**src/rtl/core/svfd_pkg.sv**
```systemverilog
// ----------------------------------------------------------------------------
// svfd_pkg
// Shared constants and controller/datapath interface types for the sorter.
// ----------------------------------------------------------------------------
package svfd_pkg;

    localparam int MAX_ITEMS_DEF = 64;
    localparam int VALUE_W       = 64;
    localparam int POS_W         = 6;

    // commands from controller to datapath
    typedef struct packed {
        logic insert;      // load one request into the insertion chain
        logic clear_step;  // zero the step counter
        logic rotate;      // rotate the valid part of the chain by one cell
        logic emit;        // register cell 0 as a result
        logic finish;      // empty the chain and clear the set state
    } ctrl_cmd_t;

    // status from datapath to controller
    typedef struct packed {
        logic full;        // chain holds MAX_ITEMS entries
        logic posc_zero;   // no stored value has its top bit clear
        logic new_pos;     // incoming value has its top bit clear
        logic skip_last;   // last skip step of the signed rotation
        logic emit_last;   // last result of the set
    } dp_status_t;

endpackage

```
**src/rtl/core/svfd_ctrl.sv**
```systemverilog
// ----------------------------------------------------------------------------
// svfd_ctrl
// Sequencer: load, signed-order pre-rotation, and result emission.
// ----------------------------------------------------------------------------
module svfd_ctrl
(
    input  logic                   clk,
    input  logic                   rst_n,
    input  logic                   start,
    input  logic                   set_end,
    input  logic                   cfg_write,
    input  logic                   cfg_data,
    input  svfd_pkg::dp_status_t   status,
    output svfd_pkg::ctrl_cmd_t    cmd,
    output logic                   busy
);
    import svfd_pkg::*;

    typedef enum logic [2:0] {
        S_LOAD = 3'b001,
        S_SKIP = 3'b010,
        S_EMIT = 3'b100
    } state_t;

    state_t state_reg, state_next;
    logic   signed_reg;

    always_ff @(posedge clk or negedge rst_n)
    begin
        if (!rst_n)
        begin
            state_reg  <= S_LOAD;
            signed_reg <= 1'b0;
        end
        else
        begin
            state_reg <= state_next;
            if (cfg_write)
            begin
                signed_reg <= cfg_data;
            end
        end
    end

    always_comb
    begin
        cmd        = '0;
        state_next = state_reg;
        unique case (state_reg)
            S_LOAD:
            begin
                if (start)
                begin
                    cmd.insert = 1'b1;
                    if (set_end)
                    begin
                        cmd.clear_step = 1'b1;
                        // signed order: non-negative values sit first in the
                        // unsigned chain, so rotate them past the negatives
                        if (signed_reg &&
                            (!status.posc_zero || (status.new_pos && !status.full)))
                        begin
                            state_next = S_SKIP;
                        end
                        else
                        begin
                            state_next = S_EMIT;
                        end
                    end
                end
            end
            S_SKIP:
            begin
                cmd.rotate = 1'b1;
                if (status.skip_last)
                begin
                    cmd.clear_step = 1'b1;
                    state_next     = S_EMIT;
                end
            end
            S_EMIT:
            begin
                cmd.rotate = 1'b1;
                cmd.emit   = 1'b1;
                if (status.emit_last)
                begin
                    cmd.finish = 1'b1;
                    state_next = S_LOAD;
                end
            end
            default:
            begin
                state_next = S_LOAD;
            end
        endcase
    end

    assign busy = (state_reg != S_LOAD);

endmodule

```
**config.mk**
```make
export PLATFORM = sky130hd
export DESIGN_NAME = svfd_ctrl
export DESIGN_NICKNAME = d
export VERILOG_FILES = /design/src/rtl/core/svfd_pkg.sv /design/src/rtl/core/svfd_ctrl.sv
export SDC_FILE = /design/constraint.sdc
export NUM_CORES = 1
export LEC_CHECK = 0
export ABC_AREA = 1
export CAP_MARGIN = 25
export CELL_PAD_IN_SITES_DETAIL_PLACEMENT = 0
export CELL_PAD_IN_SITES_GLOBAL_PLACEMENT = 2
export CORE_AREA = 2 2 39 41
export DETAILED_ROUTE_END_ITERATION = 10
export DIE_AREA = 0 0 41 43
export DONT_BUFFER_PORTS = 1
export GPL_ROUTABILITY_DRIVEN = 0
export GPL_TIMING_DRIVEN = 0
export PLACE_DENSITY_LB_ADDON = 0.1
export SYNTH_ARGS = -nofsm -noshare
export SYNTH_HDL_FRONTEND = slang
export SYNTH_SLANG_ARGS = --single-unit
export TNS_END_PERCENT = 10
```
**constraint.sdc**
```tcl
create_clock -name clk -period 2.7 [get_ports clk]
set_clock_uncertainty 0.1 [all_clocks]
set_input_delay 0.54 -clock clk [delete_from_list [all_inputs] [get_ports clk]]
set_output_delay 0.54 -clock clk [all_outputs]
set_load 0.02 [all_outputs]
```
# Word level (Yosys, flattened, before mapping)
# Cells that the tools add are included.
[op_classes]
eq_ne = 8
reduce_logical = 7
n_mux = 14
[ops]
columns = ["op", "count"]
rows = [
  ["$mux 3", 5],
  ["$pmux 3 s3", 1],
  ["$ne 2x2->1 const B", 4],
  ["$mux 1", 5],
  ["$mux 2", 2],
  ["$reduce_and 4->1", 1],
  ["$eq 3x1->1 const B", 1],
  ["$eq 3x2->1 const B", 1],
  ["$eq 3x3->1 const B", 1],
  ["$ne 3x1->1 const B", 1],
  ["$logic_and 1x1->1", 2],
  ["$logic_not 1->1", 2],
  ["$pmux 1 s2", 1],
  ["$reduce_or 2->1", 1],
  ["$logic_or 1x1->1", 1],
]
[word_totals]
reg_bits = 4
elab_cells = 31

# Depth between registers and ports, before layout
[depth]
depth_word = 8
mapped_depth = 8
depth_no_buf = 8

# Worst setup path after synthesis
# OpenSTA, ideal clock, no wires.
[synth_timing]
path_type = "register to output"
startpoint = "reg state_reg[0]"
endpoint = "out cmd[3] (netlist bit)"
slack_ps = 861
arrival_ps = 1199
required_ps = 2060
path_stages_with_launch = 5
cell_sequence = "dfstp_2 -> inv_1 -> nor2_2 -> nand2_2 -> o22ai_1"
[synth_lines]
columns = ["item", "line_no", "source"]
rows = [
  ["from (decl)", "svfd_ctrl.sv:25", "state_t state_reg, state_next;"],
  ["from (signal assigned)", "svfd_ctrl.sv:37", "state_reg <= state_next;"],
  ["to (decl)", "svfd_ctrl.sv:14", "output svfd_pkg::ctrl_cmd_t cmd,"],
]

==> impl_metrics.toml <==
[clock_network]
cts_resized = 0
cts.clk_slew.worst_paths_ps = 40
cts_tree = "done"
clockBufferDepth = 2
cts_sinks = 4
cts_buffers = 3
insertion_delay_ps = 240
cts_hold_buf = 1
root_buffer = "clkbuf_4"
cts_setup_buffers = 0
htree_num_levels = 1

[logic_synthesis]
synth_seq_area_share = 0.380
synth_edf_count = 0
synth_area_leaders = "dfrtp_1 (28%), nand2_1 (17%), inv_1 (13%)"
synth_top_family_by_area = "simple AND/OR/NAND/NOR gates"
netlist_top_cells_count = "nand2_1 (12), inv_1 (9), nor2_1 (6)"
ys_ff_latch = 4
syn_inst = 41
syn_area_um2 = 267
synth_top_area_frac = 0.282
synth_flop_cell = "dfrtp_1"
synth_most_common_cell = "nand2_1"
avgSynthCellArea_um2 = 6.50
yosys.area_share.simple = 0.394
synth-compound-area-share = 0.0423
ys_warn_count = 0
synth_top_area_cell = "dfrtp_1"
synthArstFlopShare = 1.00
synth_cell_types = 13
yosys.area_share.xor_xnor = 0
synthMuxAreaShare = 0.0423
synthAdderAreaFrac = 0
syn_nets = 52

[placement]
placement.io_buffers = 0
dp_slack_ps = 756
dp_hpwl_um = 537
placed_cells = 57

[sta]
layout_min_cycle_time_ps = 2190
setup_ws_ps = 513
final_hold_viol_count = 0
max_freq_mhz = 457
setup_viol = 0
setup_tns_ps = 0
fin_crit_sh = 0.810
rsz0062_at_grt = "no"
hold_ws_ps = 49.6
tightest_slew_ps = 563
drv_slew = 0
slew_headroom = 0.625

[power_and_ir_drop]
ir_worst_vdd_mv = 0.207
seq_power_share = 0.298
switching_share = 0.454
pwr-share-clk = 0.265
combPwrFrac = 0.437
cellPowerDensity_nw_per_um2 = 965
switchingPower_uw = 141
p_int_uw = 170
leakagePower_uw = 0.000193

[worst_setup_path]
crit_path_max_fanout = 4
startpoint_type = "flop"
critical_path_required_ps = 2060
cp-end-kind = "primary output"
startpoint = "state_reg[0]"
criticalPathCategory = "reg -> out"
crit-reg2reg-launch = "state_reg[0]"
arrival_ps = 1550

[cells_and_area]
drive_above_1_share = 0.196
fin_nets = 58
utilization = 0.233
multi_input_area_um2 = 128
regArea_um2 = 101
antenna_cells = 0
final_cells = 62
fillers = 158
largest_register_ffs = 3
area_delta_synth_final_pct = 21.1

[global_route]
grt_pass1_wl_um = 897
grt_pass1_vias = 232
grtUsageTotal = 0.0777
antenna_found_initial = 0
grt_max_degree = 5
overflow = 0

[drt]
dr.pass1.iters = 4
avgRoutedWirePerCell_um = 10.3
ant_nets = 0
routed_wl_um = 637
first_iter_violations = 8
vias = 258
viasPerCell = 4.16
drc = 0

[die]
coreArea_um2 = 1380
start_util = 0.193
die_x_um = 41
ioPinCount = 17
row_count = 14
fp.dieH_um = 43
dieArea_um2 = 1760

[job]
drv_cap = 0

[worst_hold_path]
hold_class = "in -> async"

[status]
run_status = "complete, no violations"
## final timing paths
check	end	slack, ps	cells after the start
worst max-delay path	cmd[3]	510	4
worst min-delay path	state_reg[0]	50	0
min in group clk	signed_reg	350	1
worst max register to register	state_reg[0]	1090	5
max in group asynchronous	state_reg[2]	1880	1
worst min register to register	signed_reg	450	1
## metrics by stage
stage | total power (uW) | instance area, um^2
2_1_floorplan | 207 | 267
3_3_place_gp | 228 | 287
3_5_place_dp | 229 | 287
4_1_cts | 317 | 323
5_1_grt | 337 | 323
6_report | 312 | 323
## cell type report
| cell class | count | area share |
|---|---|---|
| multi-input cells | 27 | 0.395 |
| flip-flops and latches | 4 | 0.314 |
| clock buffers | 4 | 0.0814 |
| well taps | 16 | 0.0620 |
| repair buffers | 1 | 0.0310 |
| inverters | 10 | 0.116 |
## layout by cell type (no fill, tap or decap), types with 3 or more instances in the layout
master and n:
clkbuf_4 3, dfrtp_1 3, inv_1 9, nand2_1 12, nand3_1 3, nor2_1 6
## routing by layer
layer | share of wire | vias to the layer above | track usage
li1 | - | 131 | -
met1 | 0.41 | 117 | 0.0719
met2 | 0.52 | 10 | 0.134
met3 | 0.061 | 0 | 0.0314
met4 | 0 | 0 | 0.0400
met5 | 0 | - | 0
## critical path, cell delays in order, from the launching register on
cell and delay [ps]:
dfstp_2 520, inv_1 60, nor2_2 120, nand2_2 150, o22ai_1 470
## cell families after synthesis
logic type,after synthesis
simple gates,24
mux,1
compound gates,2
flops,4
buf+inv,10
## power groups by stage
stage          logic, uW  registers (uW)  clock network, uW
2_1_floorplan        116            90.9                  0
3_3_place_gp         134            93.8                  0
3_5_place_dp         135            94.4                  0
4_1_cts              137            93.3               87.0
5_1_grt              152            95.0               90.4
6_report             136            93.0               82.6
(Power assumes the default switching activity.)
